### config.mk
export PLATFORM = sky130hd
export DESIGN_NAME = can_speed_odometer_rescaler
export DESIGN_NICKNAME = d
export VERILOG_FILES = /design/src/rtl/csor_pkg.sv /design/src/rtl/csor_ctrl.sv /design/src/rtl/csor_datapath.sv /design/src/rtl/can_speed_odometer_rescaler.sv
export SDC_FILE = /design/constraint.sdc
export NUM_CORES = 1
export LEC_CHECK = 0
export ABC_AREA = 1
export BUFFER_PORTS_ARGS = -buffer_cell sky130_fd_sc_hd__buf_2
export CORE_AREA = 2 2 234 236
export DETAILED_ROUTE_END_ITERATION = 10
export DIE_AREA = 0 0 236 238
export PLACE_DENSITY = 0.74
export REMOVE_ABC_BUFFERS = 1
export SLEW_MARGIN = 20
export SYNTH_ARGS = -nofsm -noshare
export SYNTH_HDL_FRONTEND = slang
export SYNTH_SLANG_ARGS = --single-unit
### constraint.sdc
create_clock -name clk -period 20 [get_ports clk]
set_clock_uncertainty 0.15 [all_clocks]
set_input_delay 2 -clock clk [delete_from_list [all_inputs] [get_ports clk]]
set_output_delay 2 -clock clk [all_outputs]
set_load 0.01 [all_outputs]
### src/rtl/csor_pkg.sv
package csor_pkg;

	// field widths
	localparam int unsigned BYTE_W = 8;
	localparam int unsigned LEN_W = 4;
	localparam int unsigned PEND_W = 9;
	localparam int unsigned STEP_W = 6;

	// configuration register indexes
	localparam int unsigned CFG_IDX_W = 1;
	localparam logic [CFG_IDX_W-1:0] REG_SPEED_RATIO = 1'd0;
	localparam logic [CFG_IDX_W-1:0] REG_ODO_RATIO = 1'd1;

	// configuration reset values
	localparam logic [BYTE_W-1:0] SPEED_RATIO_RST = 8'd108;
	localparam logic [BYTE_W-1:0] ODO_RATIO_RST = 8'd10;

	// ratio value that turns a correction off
	localparam logic [BYTE_W-1:0] NO_CAL_VALUE = 8'hFF;
	// rolling byte code that is never rescaled
	localparam logic [BYTE_W-1:0] ODO_HOLD_CODE = 8'h02;

	// speed scaling: x / 100 done as (x >> 2) / 25 by reciprocal multiply
	localparam int unsigned SPD_W = 16;
	localparam int unsigned PROD_W = SPD_W + BYTE_W;
	localparam int unsigned PRE_SHIFT = 2;
	localparam int unsigned Y_W = PROD_W - PRE_SHIFT;
	localparam int unsigned SPEED_DIV = 25;
	localparam int unsigned SDIV_W = 5;
	localparam int unsigned RCP_SHIFT = 27;
	localparam int unsigned RCP_W = 23;
	localparam int unsigned RCP_PROD_W = Y_W + RCP_W;
	localparam int unsigned Q0_W = RCP_PROD_W - RCP_SHIFT;
	localparam logic [RCP_W-1:0] RCP_M = RCP_W'((64'd1 << RCP_SHIFT) / SPEED_DIV);
	localparam logic [SDIV_W-1:0] SPEED_DIV_C = SDIV_W'(SPEED_DIV);

	// odometer divider: one quotient bit per cycle
	localparam int unsigned DIV_STEPS = PEND_W;
	localparam int unsigned DIV_CNT_W = $clog2(DIV_STEPS);

	// commands from the controller, at most one per cycle
	typedef struct packed {
		logic load;
		logic mul;
		logic rcp;
		logic cor;
		logic odo;
		logic div_step;
		logic div_end;
		logic fin;
	} csor_cmd_t;

	// status back to the controller
	typedef struct packed {
		logic div_need;
		logic out_hold;
	} csor_sts_t;

endpackage

### src/rtl/csor_ctrl.sv
module csor_ctrl (
	input  logic                clk,
	input  logic                arst_n,
	input  logic                in_valid,
	input  csor_pkg::csor_sts_t sts,
	output csor_pkg::csor_cmd_t cmd,
	output logic                in_stall
);

	localparam logic [2:0] S_IDLE   = 3'd0;
	localparam logic [2:0] S_MUL    = 3'd1;
	localparam logic [2:0] S_RCP    = 3'd2;
	localparam logic [2:0] S_COR    = 3'd3;
	localparam logic [2:0] S_ODO    = 3'd4;
	localparam logic [2:0] S_DIV    = 3'd5;
	localparam logic [2:0] S_DIVEND = 3'd6;
	localparam logic [2:0] S_FIN    = 3'd7;

	localparam logic [csor_pkg::DIV_CNT_W-1:0] CNT_LAST =
		csor_pkg::DIV_CNT_W'(csor_pkg::DIV_STEPS - 1);

	logic [2:0] state_q;
	logic [2:0] state_d;
	logic [csor_pkg::DIV_CNT_W-1:0] cnt_q;

	// next state and commands
	always_comb begin
		state_d = state_q;
		cmd = '0;
		case (state_q)
			S_IDLE: begin
				if (in_valid) begin
					cmd.load = 1'b1;
					state_d = S_MUL;
				end
			end
			S_MUL: begin
				cmd.mul = 1'b1;
				state_d = S_RCP;
			end
			S_RCP: begin
				cmd.rcp = 1'b1;
				state_d = S_COR;
			end
			S_COR: begin
				cmd.cor = 1'b1;
				state_d = S_ODO;
			end
			S_ODO: begin
				cmd.odo = 1'b1;
				state_d = sts.div_need ? S_DIV : S_FIN;
			end
			S_DIV: begin
				cmd.div_step = 1'b1;
				if (cnt_q == CNT_LAST) begin
					state_d = S_DIVEND;
				end
			end
			S_DIVEND: begin
				cmd.div_end = 1'b1;
				state_d = S_FIN;
			end
			S_FIN: begin
				if (!sts.out_hold) begin
					cmd.fin = 1'b1;
					state_d = S_IDLE;
				end
			end
			default: begin
				state_d = S_IDLE;
			end
		endcase
	end

	// state and divider step count
	always_ff @(posedge clk or negedge arst_n) begin
		if (!arst_n) begin
			state_q <= S_IDLE;
			cnt_q <= '0;
		end else begin
			state_q <= state_d;
			if (state_q == S_DIV) begin
				cnt_q <= cnt_q + 1'b1;
			end else begin
				cnt_q <= '0;
			end
		end
	end

	assign in_stall = (state_q != S_IDLE);

endmodule

### src/rtl/csor_datapath.sv
module csor_datapath (
	input  logic                clk,
	input  logic                arst_n,
	input  csor_pkg::csor_cmd_t cmd,
	output csor_pkg::csor_sts_t sts,
	input  logic                cfg_wr,
	input  logic [csor_pkg::CFG_IDX_W-1:0] cfg_index,
	input  logic [csor_pkg::BYTE_W-1:0]    cfg_data,
	input  logic [csor_pkg::BYTE_W-1:0]    id_high,
	input  logic [csor_pkg::BYTE_W-1:0]    id_low,
	input  logic [csor_pkg::LEN_W-1:0]     length,
	input  logic [csor_pkg::BYTE_W-1:0]    byte0_in,
	input  logic [csor_pkg::BYTE_W-1:0]    byte1_in,
	input  logic [csor_pkg::BYTE_W-1:0]    byte2_in,
	input  logic [csor_pkg::BYTE_W-1:0]    byte3_in,
	input  logic [csor_pkg::BYTE_W-1:0]    byte4_in,
	input  logic [csor_pkg::BYTE_W-1:0]    byte5_in,
	input  logic [csor_pkg::BYTE_W-1:0]    byte6_in,
	input  logic                           out_stall,
	output logic                           out_valid,
	output logic [csor_pkg::BYTE_W-1:0]    byte0_out,
	output logic [csor_pkg::BYTE_W-1:0]    byte1_out,
	output logic [csor_pkg::BYTE_W-1:0]    byte2_out,
	output logic [csor_pkg::BYTE_W-1:0]    byte3_out,
	output logic [csor_pkg::BYTE_W-1:0]    byte4_out,
	output logic [csor_pkg::BYTE_W-1:0]    byte5_out,
	output logic [csor_pkg::BYTE_W-1:0]    byte6_out,
	output logic [csor_pkg::BYTE_W-1:0]    byte7_out
);

	localparam int unsigned BW = csor_pkg::BYTE_W;

	// configuration
	logic [BW-1:0] speed_ratio_q;
	logic [BW-1:0] odo_ratio_q;

	// captured frame
	logic [BW-1:0] id_high_q;
	logic [BW-1:0] id_low_q;
	logic [csor_pkg::LEN_W-1:0] len_q;
	logic [BW-1:0] b0_q, b1_q, b2_q, b3_q, b4_q, b5_q, b6_q;

	// speed path
	logic [csor_pkg::PROD_W-1:0] prod_q;
	logic [csor_pkg::Q0_W-1:0] q0_q;
	logic [csor_pkg::SPD_W-1:0] spd_q;
	logic [csor_pkg::Y_W-1:0] spd_y;
	logic [csor_pkg::RCP_PROD_W-1:0] rcp_full;
	logic [csor_pkg::Y_W-1:0] spd_rem;
	logic [csor_pkg::Q0_W-1:0] spd_quo;

	// odometer state
	logic [BW-1:0] last_q;
	logic [BW-1:0] scaled_q;
	logic [csor_pkg::PEND_W-1:0] pend_q;
	logic odo_zero, odo_track, odo_changed;
	logic [BW-1:0] odo_diff;
	logic [csor_pkg::STEP_W-1:0] odo_steps;
	logic [csor_pkg::PEND_W-1:0] pend_sum;

	// divider
	logic [csor_pkg::PEND_W-1:0] div_a_q;
	logic [BW-1:0] div_r_q;
	logic [csor_pkg::PEND_W-1:0] div_shift;
	logic div_ge;
	logic [csor_pkg::PEND_W-1:0] div_next;

	// output
	logic out_valid_q;
	logic [BW-1:0] b4_res;
	logic [csor_pkg::SPD_W-1:0] spd_res;
	logic [BW-1:0] data_res [7];
	logic [2:0] sum_n;
	logic [BW-1:0] csum;

	// configuration registers
	always_ff @(posedge clk or negedge arst_n) begin
		if (!arst_n) begin
			speed_ratio_q <= csor_pkg::SPEED_RATIO_RST;
			odo_ratio_q <= csor_pkg::ODO_RATIO_RST;
		end else if (cfg_wr) begin
			case (cfg_index)
				csor_pkg::REG_SPEED_RATIO: speed_ratio_q <= cfg_data;
				csor_pkg::REG_ODO_RATIO: odo_ratio_q <= cfg_data;
				default: ;
			endcase
		end
	end

	// speed: reciprocal of 25 on the speed product shifted by two
	assign spd_y = prod_q[csor_pkg::PROD_W-1:csor_pkg::PRE_SHIFT];
	assign rcp_full = csor_pkg::RCP_PROD_W'(spd_y) * csor_pkg::RCP_PROD_W'(csor_pkg::RCP_M);
	assign spd_rem = spd_y
		- (csor_pkg::Y_W'(q0_q) * csor_pkg::Y_W'(csor_pkg::SPEED_DIV_C));
	assign spd_quo = q0_q + csor_pkg::Q0_W'(spd_rem >= csor_pkg::Y_W'(csor_pkg::SPEED_DIV));

	// odometer decision and step count
	assign odo_zero = (odo_ratio_q == '0);
	assign odo_track = !odo_zero && (odo_ratio_q != csor_pkg::NO_CAL_VALUE)
		&& (b4_q != csor_pkg::ODO_HOLD_CODE);
	assign odo_changed = (b4_q != last_q);
	assign odo_diff = b4_q - last_q;
	assign odo_steps = odo_diff[BW-1:2];
	assign pend_sum = pend_q + csor_pkg::PEND_W'(odo_steps);
	assign sts.div_need = odo_track && odo_changed && (pend_sum > csor_pkg::PEND_W'(odo_ratio_q));
	assign sts.out_hold = out_valid_q && out_stall;

	// restoring division step
	assign div_shift = {div_r_q, div_a_q[csor_pkg::PEND_W-1]};
	assign div_ge = (div_shift >= csor_pkg::PEND_W'(odo_ratio_q));
	assign div_next = div_ge ? div_shift - csor_pkg::PEND_W'(odo_ratio_q) : div_shift;

	// frame capture and arithmetic registers
	always_ff @(posedge clk) begin
		if (cmd.load) begin
			id_high_q <= id_high;
			id_low_q <= id_low;
			len_q <= length;
			b0_q <= byte0_in;
			b1_q <= byte1_in;
			b2_q <= byte2_in;
			b3_q <= byte3_in;
			b4_q <= byte4_in;
			b5_q <= byte5_in;
			b6_q <= byte6_in;
		end
		if (cmd.mul) begin
			prod_q <= csor_pkg::PROD_W'({b5_q, b6_q}) * csor_pkg::PROD_W'(speed_ratio_q);
		end
		if (cmd.rcp) begin
			q0_q <= rcp_full[csor_pkg::RCP_SHIFT +: csor_pkg::Q0_W];
		end
		if (cmd.cor) begin
			spd_q <= spd_quo[csor_pkg::SPD_W-1:0];
		end
		if (cmd.odo) begin
			div_a_q <= pend_sum;
			div_r_q <= '0;
		end else if (cmd.div_step) begin
			div_a_q <= {div_a_q[csor_pkg::PEND_W-2:0], div_ge};
			div_r_q <= div_next[BW-1:0];
		end
	end

	// odometer state update
	always_ff @(posedge clk or negedge arst_n) begin
		if (!arst_n) begin
			last_q <= '0;
			scaled_q <= '0;
			pend_q <= '0;
		end else if (cmd.odo && odo_track && odo_changed) begin
			last_q <= b4_q;
			scaled_q <= scaled_q + {odo_steps, 2'b00};
			pend_q <= pend_sum;
		end else if (cmd.div_end) begin
			scaled_q <= scaled_q + {div_a_q[csor_pkg::STEP_W-1:0], 2'b00};
			pend_q <= csor_pkg::PEND_W'(div_r_q);
		end
	end

	// result bytes before the checksum
	assign b4_res = odo_zero ? '0 : (odo_track ? scaled_q : b4_q);
	assign spd_res = (speed_ratio_q == csor_pkg::NO_CAL_VALUE) ? {b5_q, b6_q} : spd_q;
	assign data_res[0] = b0_q;
	assign data_res[1] = b1_q;
	assign data_res[2] = b2_q;
	assign data_res[3] = b3_q;
	assign data_res[4] = b4_res;
	assign data_res[5] = spd_res[csor_pkg::SPD_W-1:BW];
	assign data_res[6] = spd_res[BW-1:0];

	// number of data bytes in the checksum
	always_comb begin
		if (len_q == '0) begin
			sum_n = '0;
		end else if (len_q > csor_pkg::LEN_W'(8)) begin
			sum_n = 3'd7;
		end else begin
			sum_n = 3'(len_q - 1'b1);
		end
	end

	// additive checksum
	always_comb begin
		csum = id_high_q + id_low_q + BW'(len_q);
		for (int i = 0; i < 7; i++) begin
			if (3'(i) < sum_n) begin
				csum = csum + data_res[i];
			end
		end
	end

	// output register
	always_ff @(posedge clk or negedge arst_n) begin
		if (!arst_n) begin
			out_valid_q <= 1'b0;
		end else if (cmd.fin) begin
			out_valid_q <= 1'b1;
		end else if (!out_stall) begin
			out_valid_q <= 1'b0;
		end
	end

	always_ff @(posedge clk) begin
		if (cmd.fin) begin
			byte0_out <= data_res[0];
			byte1_out <= data_res[1];
			byte2_out <= data_res[2];
			byte3_out <= data_res[3];
			byte4_out <= data_res[4];
			byte5_out <= data_res[5];
			byte6_out <= data_res[6];
			byte7_out <= csum;
		end
	end

	assign out_valid = out_valid_q;

endmodule

### src/rtl/can_speed_odometer_rescaler.sv
// Rewrites one CAN frame at a time: scales the big-endian speed in bytes 5-6 by
// speed_ratio/100, rescales the rolling odometer byte 4 and puts an additive
// checksum into byte 7. The input stays stalled from acceptance until the result
// is written to the output register; when the pending odometer count has to be
// divided by odometer_ratio, that division is a restoring divider giving one
// quotient bit per cycle. The speed path is a product, a reciprocal multiply
// and a one-step correction, one register each. The result sits in an output
// register, so a new frame can be taken while the last result waits. Write the
// configuration registers only while no frame is in flight.
module can_speed_odometer_rescaler (
	input  logic                                  clk,
	input  logic                                  arst_n,
	input  logic                                  cfg_valid,
	output logic                                  cfg_ready,
	input  logic [csor_pkg::CFG_IDX_W-1:0]        cfg_index,
	input  logic [csor_pkg::BYTE_W-1:0]           cfg_data,
	input  logic                                  in_valid,
	output logic                                  in_stall,
	input  logic [csor_pkg::BYTE_W-1:0]           id_high,
	input  logic [csor_pkg::BYTE_W-1:0]           id_low,
	input  logic [csor_pkg::LEN_W-1:0]            length,
	input  logic [csor_pkg::BYTE_W-1:0]           byte0_in,
	input  logic [csor_pkg::BYTE_W-1:0]           byte1_in,
	input  logic [csor_pkg::BYTE_W-1:0]           byte2_in,
	input  logic [csor_pkg::BYTE_W-1:0]           byte3_in,
	input  logic [csor_pkg::BYTE_W-1:0]           byte4_in,
	input  logic [csor_pkg::BYTE_W-1:0]           byte5_in,
	input  logic [csor_pkg::BYTE_W-1:0]           byte6_in,
	input  logic [csor_pkg::BYTE_W-1:0]           byte7_in,
	output logic                                  out_valid,
	input  logic                                  out_stall,
	output logic [csor_pkg::BYTE_W-1:0]           byte0_out,
	output logic [csor_pkg::BYTE_W-1:0]           byte1_out,
	output logic [csor_pkg::BYTE_W-1:0]           byte2_out,
	output logic [csor_pkg::BYTE_W-1:0]           byte3_out,
	output logic [csor_pkg::BYTE_W-1:0]           byte4_out,
	output logic [csor_pkg::BYTE_W-1:0]           byte5_out,
	output logic [csor_pkg::BYTE_W-1:0]           byte6_out,
	output logic [csor_pkg::BYTE_W-1:0]           byte7_out
);

	csor_pkg::csor_cmd_t cmd;
	csor_pkg::csor_sts_t sts;
	logic cfg_wr;

	// registers are always writable; byte 7 of the frame is replaced
	assign cfg_ready = 1'b1;
	assign cfg_wr = cfg_valid && cfg_ready;

	csor_ctrl u_ctrl (
		.clk      (clk),
		.arst_n   (arst_n),
		.in_valid (in_valid),
		.sts      (sts),
		.cmd      (cmd),
		.in_stall (in_stall)
	);

	csor_datapath u_datapath (
		.clk       (clk),
		.arst_n    (arst_n),
		.cmd       (cmd),
		.sts       (sts),
		.cfg_wr    (cfg_wr),
		.cfg_index (cfg_index),
		.cfg_data  (cfg_data),
		.id_high   (id_high),
		.id_low    (id_low),
		.length    (length),
		.byte0_in  (byte0_in),
		.byte1_in  (byte1_in),
		.byte2_in  (byte2_in),
		.byte3_in  (byte3_in),
		.byte4_in  (byte4_in),
		.byte5_in  (byte5_in),
		.byte6_in  (byte6_in),
		.out_stall (out_stall),
		.out_valid (out_valid),
		.byte0_out (byte0_out),
		.byte1_out (byte1_out),
		.byte2_out (byte2_out),
		.byte3_out (byte3_out),
		.byte4_out (byte4_out),
		.byte5_out (byte5_out),
		.byte6_out (byte6_out),
		.byte7_out (byte7_out)
	);

	// an accepted item keeps the input stalled while it is worked on
	a_busy_after_accept: assert property (@(posedge clk) disable iff (!arst_n)
		in_valid && !in_stall |=> in_stall)
		else $error("input not stalled after an item was accepted");

	// controller issues at most one command per cycle
	a_cmd_onehot: assert property (@(posedge clk) disable iff (!arst_n)
		$onehot0(cmd))
		else $error("more than one datapath command at once");

	// a new result never overwrites one still waiting
	a_no_overwrite: assert property (@(posedge clk) disable iff (!arst_n)
		cmd.fin |-> !(out_valid && out_stall))
		else $error("result register overwritten while stalled");

	// finishing an item presents a result next cycle
	a_fin_valid: assert property (@(posedge clk) disable iff (!arst_n)
		cmd.fin |=> out_valid)
		else $error("finished item not presented");

endmodule
==> flow_summary.toml, run 1 <==
[place]
io_buffers = 155
place_inst = 4087
gp_congestion = 0.990
place_ws_ns = 10.86
hpwlAfterDp_um = 59300

[final_layout]
antennaDiodeCount = 0
seqCellArea_sq_mm = 0.00750
fill_cells = 4634
area_growth_pct = 8.38
drive_above_1_share = 0.0869
fin_cells = 4137
multiInputGateArea_sq_mm = 0.0188
nets = 4236
final_util = 0.593

[sta]
drv_slew = 0
finalHoldViolCount = 0
setup-tns-final_ns = 0
finalSetupViolCount = 0
relSlewSlack = 0.422
max_clock_freq_mhz = 108
fin_crit_sh = 0.464
worst_slew_pin_slew_ns = 0.866
min_period_ns = 9.29
rsz0062_at_grt = "false"
fin_ws_ns = 10.71

[job]
drv_cap = 0

[logic_synthesis]
ys_seq_area_frac = 0.256
netlist_instances = 3276
ys_types = 62
ys_dominant_reg_cell = "edfxtp_1"
synth.avg_cell_area_sq_um = 8.94
synth_seq_cells = 260
yosys.area.top_type = "edfxtp_1"
ys_async_sr_fraction = 0.181
syn_area_sq_mm = 0.0293
synth_top_cell_area_share = 0.210
synth-edff-count = 205
synth_commonest_cells = "inv_1 (728), nand2_1 (614), ha_1 (420)"
ys_warn_count = 0
synth_area_leaders = "edfxtp_1 (21%), fa_1 (20%), ha_1 (18%)"
synth.most_common_cell = "inv_1"

[floorplan]
dieArea_sq_mm = 0.0562
rows = 85
design.core.area_sq_mm = 0.0535
die_y_um = 238
initial_core_util = 0.547
die_w_um = 236
ios = 165

[clock_network]
postCtsSetupBuffers = 0
insertion_delay_ns = 0.58
cts.path.max_buffers = 3
htreeDepth = 1
path_clk_slew_ns = 0.06
ctsHoldBuffers = 0
cts_buffers = 28
cts_resized = 0
root_buffer = "clkbuf_16"
cts_tree = "yes"
cts_num_sinks = 260

[drt]
drc_errors = 0
vias = 21943
ant_nets = 0
wire_per_inst_um = 17.2
viasPerCell = 5.30
wl_um = 71200
drtPass1Iterations = 5
drtIter0Drc = 1187

[worst_setup_path]
cp.arrival_ns = 9.46
path_buf_inv = 10
critPathKind = "flop to flop"
crit_family = "adder cells"
crit_path_end_kind = "flop"
crit_path_top_delay_cell = "fa_1"
cp_max_fo = 5
crit_top_cell = "nand2_1"
critPathMaxStageDelay_ns = 0.57
start_kind = "flop"
crit_required_ns = 20.18

[global_routing]
grt_max_degree = 63
grt_pass1_vias = 22578
antenna_found_initial = 0
track_usage = 0.262
grt.overflow.total = 0
grt_pass1_wl_um = 116000

[min_path]
hp-class = "flop to flop"

[run_status]
status = "finished clean"
[layout make-up]
type,count,share of cell area
clock buffers,36,0.0254
well taps,696,0.0274
repair buffers,163,0.0263
inverters,742,0.0884
clock inverters,14,0.00465
multi-input cells,2226,0.591
flip-flops and latches,260,0.236
[flip-flops by register name (all words and copies together) (netlist names), 9 cells and up]
signal              flops
u_datapath.spd_q       16
u_datapath.prod_q      22
u_datapath.div_a_q      9
u_datapath.pend_q       9
u_datapath.q0_q        18
[metrics by stage]
step	hold WS (ns)	instance area, sq um
finish	0.321	31700
global route	0.337	31700
CTS	0.322	31700
detailed placement	0.295	30800
global placement	0.302	30800
floorplan	0.283	29100
[cell usage in the layout (no fill, tap or decap), drive strengths merged, types with 122 or more instances in the layout]
cell type,instances
nand2,628
nand3,163
a21oi,132
ha,420
inv,740
nor2,147
o21ai,122
buf,163
edfxtp,205
fa,297
[cell families (layout without fill, tap and decap cells)]
group	count (synthesis)	in the layout	synth area share
XOR/XNOR	102	102	0.0305
AND/OR/NAND/NOR	1058	1058	0.156
buffers and inverters	790	955	0.103
multiplexers	14	14	0.00538
adder cells (fa/ha/maj)	717	717	0.383
AO/OA/AOI/OAI	334	334	0.0658
other	1	1	0.000128
flip-flops	260	260	0.256
[per-layer routing]
layer | vias up | track usage | wire length, um | part of all wire
met5 | - | 0 | 0 | 0
met4 | 0 | 0.106 | 3100 | 0.044
met3 | 129 | 0.0379 | 4570 | 0.064
met2 | 635 | 0.442 | 33500 | 0.47
met1 | 10431 | 0.339 | 30000 | 0.42
li1 | 10748 | - | - | -
[worst paths after layout]
path / cells after the start / end / startpoint / slack [ns]
worst max-delay path: 57 / u_datapath.byte7_out[7] / u_datapath.len_q[1] / 10.71
worst min-delay path: 0 / u_datapath.byte1_out[2] / u_datapath.b1_q[2] / 0.32
worst max register to register: 57 / u_datapath.byte7_out[7] / u_datapath.len_q[1] / 10.71
worst min register to register: 0 / u_datapath.byte1_out[2] / u_datapath.b1_q[2] / 0.32
max in group asynchronous: 2 / u_datapath.odo_ratio_q[4] / arst_n / 17.89
min in group asynchronous: 2 / u_datapath.scaled_q[5] / arst_n / 1.37
Power of run 1 is left out: the tool's default activity adds up to more than one toggle a clock period on the data nets, which glitch-free logic cannot reach.
==> run 2: changes to the inputs <==
Settings changed: ABC_AREA 1 to 0, CORE_AREA 2 2 234 236 to 2 2 227 229, DIE_AREA 0 0 236 238 to 0 0 229 231.
Clock period 20 ns to 9.7 ns, I/O delays scaled along.
==> run 2 against run 1 <==
  * Critical path depth shrank 16
  * Fmax shrank 0.61%
  * Non-clock buffer count grew 7
  * Routed wire length shrank 9.0%
  * Via count shrank 12%
  * Critical endpoint unchanged
==> flow_summary.toml, run 2 <==
[floorplan]
ios = 165
dieArea_sq_mm = 0.0529
rows = 83
die_y_um = 231
design.core.area_sq_mm = 0.0507
initial_core_util = 0.543
die_w_um = 229

[drt]
drtIter0Drc = 1094
drc_errors = 0
viasPerCell = 5.50
drtPass1Iterations = 7
wl_um = 64700
ant_nets = 0
vias = 19216
wire_per_inst_um = 18.5

[place]
gp_congestion = 0.944
hpwlAfterDp_um = 54100
io_buffers = 155
place_ws_ns = 0.292
place_inst = 3435

[final_layout]
area_growth_pct = 9.72
fin_cells = 3494
largest_register_ff_count = 22
mostFrequentLayoutCell = "inv_1"
mostFrequentLayoutCells = "inv_1 (504), ha_1 (420), fa_1 (297)"
drive_above_1_share = 0.113
largest_register = "u_datapath.prod_q"
largestRegisters = "u_datapath.prod_q (22), u_datapath.q0_q (18), u_datapath.spd_q (16)"
nets = 3605

[logic_synthesis]
yosys.area.top_type = "edfxtp_1"
ys_async_sr_fraction = 0.181
ys_types = 85
ys_seq_area_frac = 0.272
netlist_instances = 2631
synth.avg_cell_area_sq_um = 10.5
ys_warn_count = 0
synth.most_common_cell = "inv_1"
synth_seq_cells = 260
ys_dominant_reg_cell = "edfxtp_1"
synth-edff-count = 205
synth_commonest_cells = "inv_1 (504), ha_1 (420), fa_1 (297)"
synth_top_cell_area_share = 0.224
syn_area_sq_mm = 0.0275
synth_area_leaders = "edfxtp_1 (22%), fa_1 (22%), ha_1 (19%)"

[clock_network]
ctsHoldBuffers = 0
cts_buffers = 28
path_clk_slew_ns = 0.07
insertion_delay_ns = 0.57
root_buffer = "clkbuf_16"
cts_num_sinks = 260
htreeDepth = 1
cts_tree = "yes"
cts.path.max_buffers = 3

[worst_setup_path]
reg2reg_from = "u_datapath.len_q[1]"
cp_max_fo = 5
critPathLaunch = "u_datapath.len_q[1]"
crit_path_top_delay_cell = "fa_1"
critPathMaxStageDelay_ns = 0.56
crit_required_ns = 9.83
crit_top_cell = "ha_1"
critPathKind = "flop to flop"
start_kind = "flop"
cp.arrival_ns = 9.48
crit_path_end_kind = "flop"

[run_status]
status = "finished clean"

[global_routing]
grt_pass1_wl_um = 106000
antenna_found_initial = 3
grt_max_degree = 77
grt.overflow.total = 0
track_usage = 0.252
grt_pass1_vias = 20333

[sta]
finalHoldViolCount = 0
fin_crit_sh = 0.963
max_clock_freq_mhz = 107
finalSetupViolCount = 0
relSlewSlack = 0.288
holdWs_ns = 0.271
fin_ws_ns = 0.358
setup-tns-final_ns = 0
drv_slew = 0
worst_slew_pin_slew_ns = 1.07
min_period_ns = 9.34

[job]
drv_cap = 0

[min_path]
hp-class = "input port to asynchronous set/reset pin"
[run 2: cell families after synthesis]
family	after synthesis	synth area share
AO/OA/AOI/OAI	395	0.0921
XOR/XNOR	130	0.0421
adder cells (fa/ha/maj)	717	0.407
buffers and inverters	546	0.0746
flip-flops	260	0.272
multiplexers	53	0.0214
other	1	0.000136
AND/OR/NAND/NOR	529	0.0904
[run 2: path summary, 6_finish.rpt]
| kind | end | slack [ns] | depth (start not counted) |
|---|---|---|---|
| setup / recovery | u_datapath.byte7_out[7] | 0.36 | 41 |
| hold / removal | u_datapath.scaled_q[3] | 0.27 | 1 |
| setup reg to reg | u_datapath.byte7_out[7] | 0.36 | 41 |
| hold reg to reg | u_datapath.byte2_out[0] | 0.32 | 0 |
| max in group asynchronous | u_datapath.out_valid | 8.70 | 1 |
| min in group clk | u_datapath.byte2_out[0] | 0.32 | 0 |
[run 2: what timing repair did]
action,4_1_cts,5_1_grt
setup endpoints to repair,0,1
hold endpoints to repair,0,0
resized for setup,0,22
buffers inserted,0,5
[run 2: cell type report]
type	instances	area, sq um
clock inverters	20	183
fillers	4259	20500
diodes	2	5.00
clock buffers	32	768
flip-flops and latches	260	7500
repair buffers	170	891
inverters	505	1900
well taps	680	851
multi-input cells	1825	18100
[run 2: metal layers]
metal / GRT usage / up-vias / wire (um)
li1: - / 9087 / -
met1: 0.323 / 9516 / 26900
met2: 0.448 / 486 / 32900
met3: 0.0245 / 123 / 2870
met4: 0.0816 / 4 / 2030
met5: 0 / - / 22
[run 2: through the flow]
| step | util | cell area (sq um) |
|---|---|---|
| final | 0.596 | 30200 |
| after global routing | 0.596 | 30200 |
| after CTS | 0.593 | 30100 |
| after detailed placement | 0.575 | 29100 |
| after global placement | 0.574 | 29100 |
| after floorplan | - | 27400 |
[run 2: critical path: cells and delay by family, from the launching register on]
family,cells,cell delay [ns]
adders and majority gates,10,3.55
and+or+nand+nor,8,0.73
buffers and inverters,3,0.19
DFF,1,0.42
AOI/OAI and AO/OA,11,2.06
xor gates and xnor gates,7,1.39
muxes,2,0.56
Power of run 2 is left out for the same reason.
==> run 3: changes to the inputs <==
Settings changed: BUFFER_PORTS_ARGS -buffer_cell sky130_fd_sc_hd__buf_2 to -buffer_cell sky130_fd_sc_hd__buf_4.
==> run 3 against run 2 <==
  * Register-to-register slack gained 0.16 ns
  * Global-route usage fell by 0.16 points
  * Hold slack better by 0.011 ns
  * Final cell count barely moved
  * Die area unchanged
  * Worst setup slack improved by 0.16 ns
  * First-iteration DRC count fell by 4.6%
  * Fmax is 1.7% higher
  * Core utilization is 0.81 points higher
  * Non-clock buffer count down 1
  * Critical path type unchanged
  * Count of clock-buffer cells in the layout stayed put
==> flow_summary.toml, run 3 (same netlist as run 2, synthesis figures left out) <==
[sta]
fin_crit_sh = 0.947
finalHoldViolCount = 0
drv_slew = 0
fin_ws_ns = 0.514
relSlewSlack = 0.285
min_period_ns = 9.19
max_clock_freq_mhz = 109
finalSetupViolCount = 0
setup-tns-final_ns = 0
worst_slew_pin_slew_ns = 1.07

[final_layout]
nets = 3605
largest_register_ff_count = 22
mostFrequentLayoutCell = "inv_1"
largestRegisters = "u_datapath.prod_q (22), u_datapath.q0_q (18), u_datapath.spd_q (16)"
fin_cells = 3493
mostFrequentLayoutCells = "inv_1 (504), ha_1 (417), fa_1 (297)"
area_growth_pct = 11.2
largest_register = "u_datapath.prod_q"
drive_above_1_share = 0.112

[floorplan]
initial_core_util = 0.543
dieArea_sq_mm = 0.0529
rows = 83
die_w_um = 229
design.core.area_sq_mm = 0.0507
die_y_um = 231
ios = 165

[drt]
drtPass1Iterations = 5
drtIter0Drc = 1044
drc_errors = 0
vias = 19254
wire_per_inst_um = 18.5
wl_um = 64800
viasPerCell = 5.51
ant_nets = 0

[worst_setup_path]
crit_top_cell = "ha_1"
start_kind = "flop"
critPathKind = "flop to flop"
crit_required_ns = 9.85
cp_max_fo = 5
crit_path_top_delay_cell = "fa_1"
critPathMaxStageDelay_ns = 0.55
cp.arrival_ns = 9.33
crit_path_end_kind = "flop"

[clock_network]
cts_num_sinks = 260
cts_buffers = 29
root_buffer = "clkbuf_16"
path_clk_slew_ns = 0.06
cts_tree = "yes"
insertion_delay_ns = 0.55
cts.path.max_buffers = 3
htreeDepth = 1

[global_routing]
grt_max_degree = 77
track_usage = 0.250
grt.overflow.total = 0
grt_pass1_vias = 20025
grt_pass1_wl_um = 105000
antenna_found_initial = 1

[place]
place_inst = 3435
gp_congestion = 0.945
place_ws_ns = 0.346
io_buffers = 155
hpwlAfterDp_um = 54300

[run_status]
status = "finished clean"

[job]
drv_cap = 0

[min_path]
hp-class = "input port to asynchronous set/reset pin"
-- run 3: timing repair --
item,in CTS,in global routing
setup endpoints to repair,0,1
hold buffers,0,0
resized for setup,0,25
buffers inserted,0,4
-- run 3: cell type report --
| type | instances | area [sq um] |
|---|---|---|
| antenna | 1 | 2.50 |
| fill | 4126 | 20100 |
| inverter | 505 | 1900 |
| sequential | 260 | 7500 |
| tap | 680 | 851 |
| timing repair buffer | 169 | 1270 |
| clock buffer | 32 | 737 |
| clock inverter | 21 | 229 |
| multi-input combinational | 1825 | 18100 |
-- run 3: worst paths after layout --
check,startpoint,endpoint,slack (ns),cells after the start
max,u_datapath.len_q[1],u_datapath.byte7_out[7],0.51,42
min,arst_n,u_datapath.scaled_q[3],0.28,1
max reg2reg,u_datapath.len_q[1],u_datapath.byte7_out[7],0.51,42
min reg2reg,u_datapath.scaled_q[7],u_datapath.scaled_q[7],0.31,1
max in group asynchronous,arst_n,u_datapath.pend_q[8],8.70,1
min in group clk,u_datapath.scaled_q[7],u_datapath.scaled_q[7],0.31,1
-- run 3: worst max-delay path, delay by kind of cell, from the launching register on --
kind	cells	cell delay (ns)
compound gates	12	2.19
xor+xnor	7	1.46
fa+ha+maj	10	3.35
buf+inv	4	0.28
flops	1	0.42
mux	1	0.21
simple gates	8	0.87
-- run 3: per-stage QoR --
| step | utilization | hold WS, ns | instance area, sq um |
|---|---|---|---|
| after floorplan | - | 0.283 | 27400 |
| after global placement | 0.582 | 0.306 | 29500 |
| after detailed placement | 0.582 | 0.299 | 29500 |
| after CTS | 0.601 | 0.298 | 30500 |
| after global routing | 0.604 | 0.320 | 30600 |
| final | 0.604 | 0.282 | 30600 |
-- run 3: metal layers --
layer	share of wire	wire length (um)	track usage
met3	0.048	3120	0.0288
met5	0	0	0
met2	0.51	32900	0.445
met4	0.028	1820	0.0718
met1	0.42	26900	0.322
Power of run 3 is left out for the same reason.
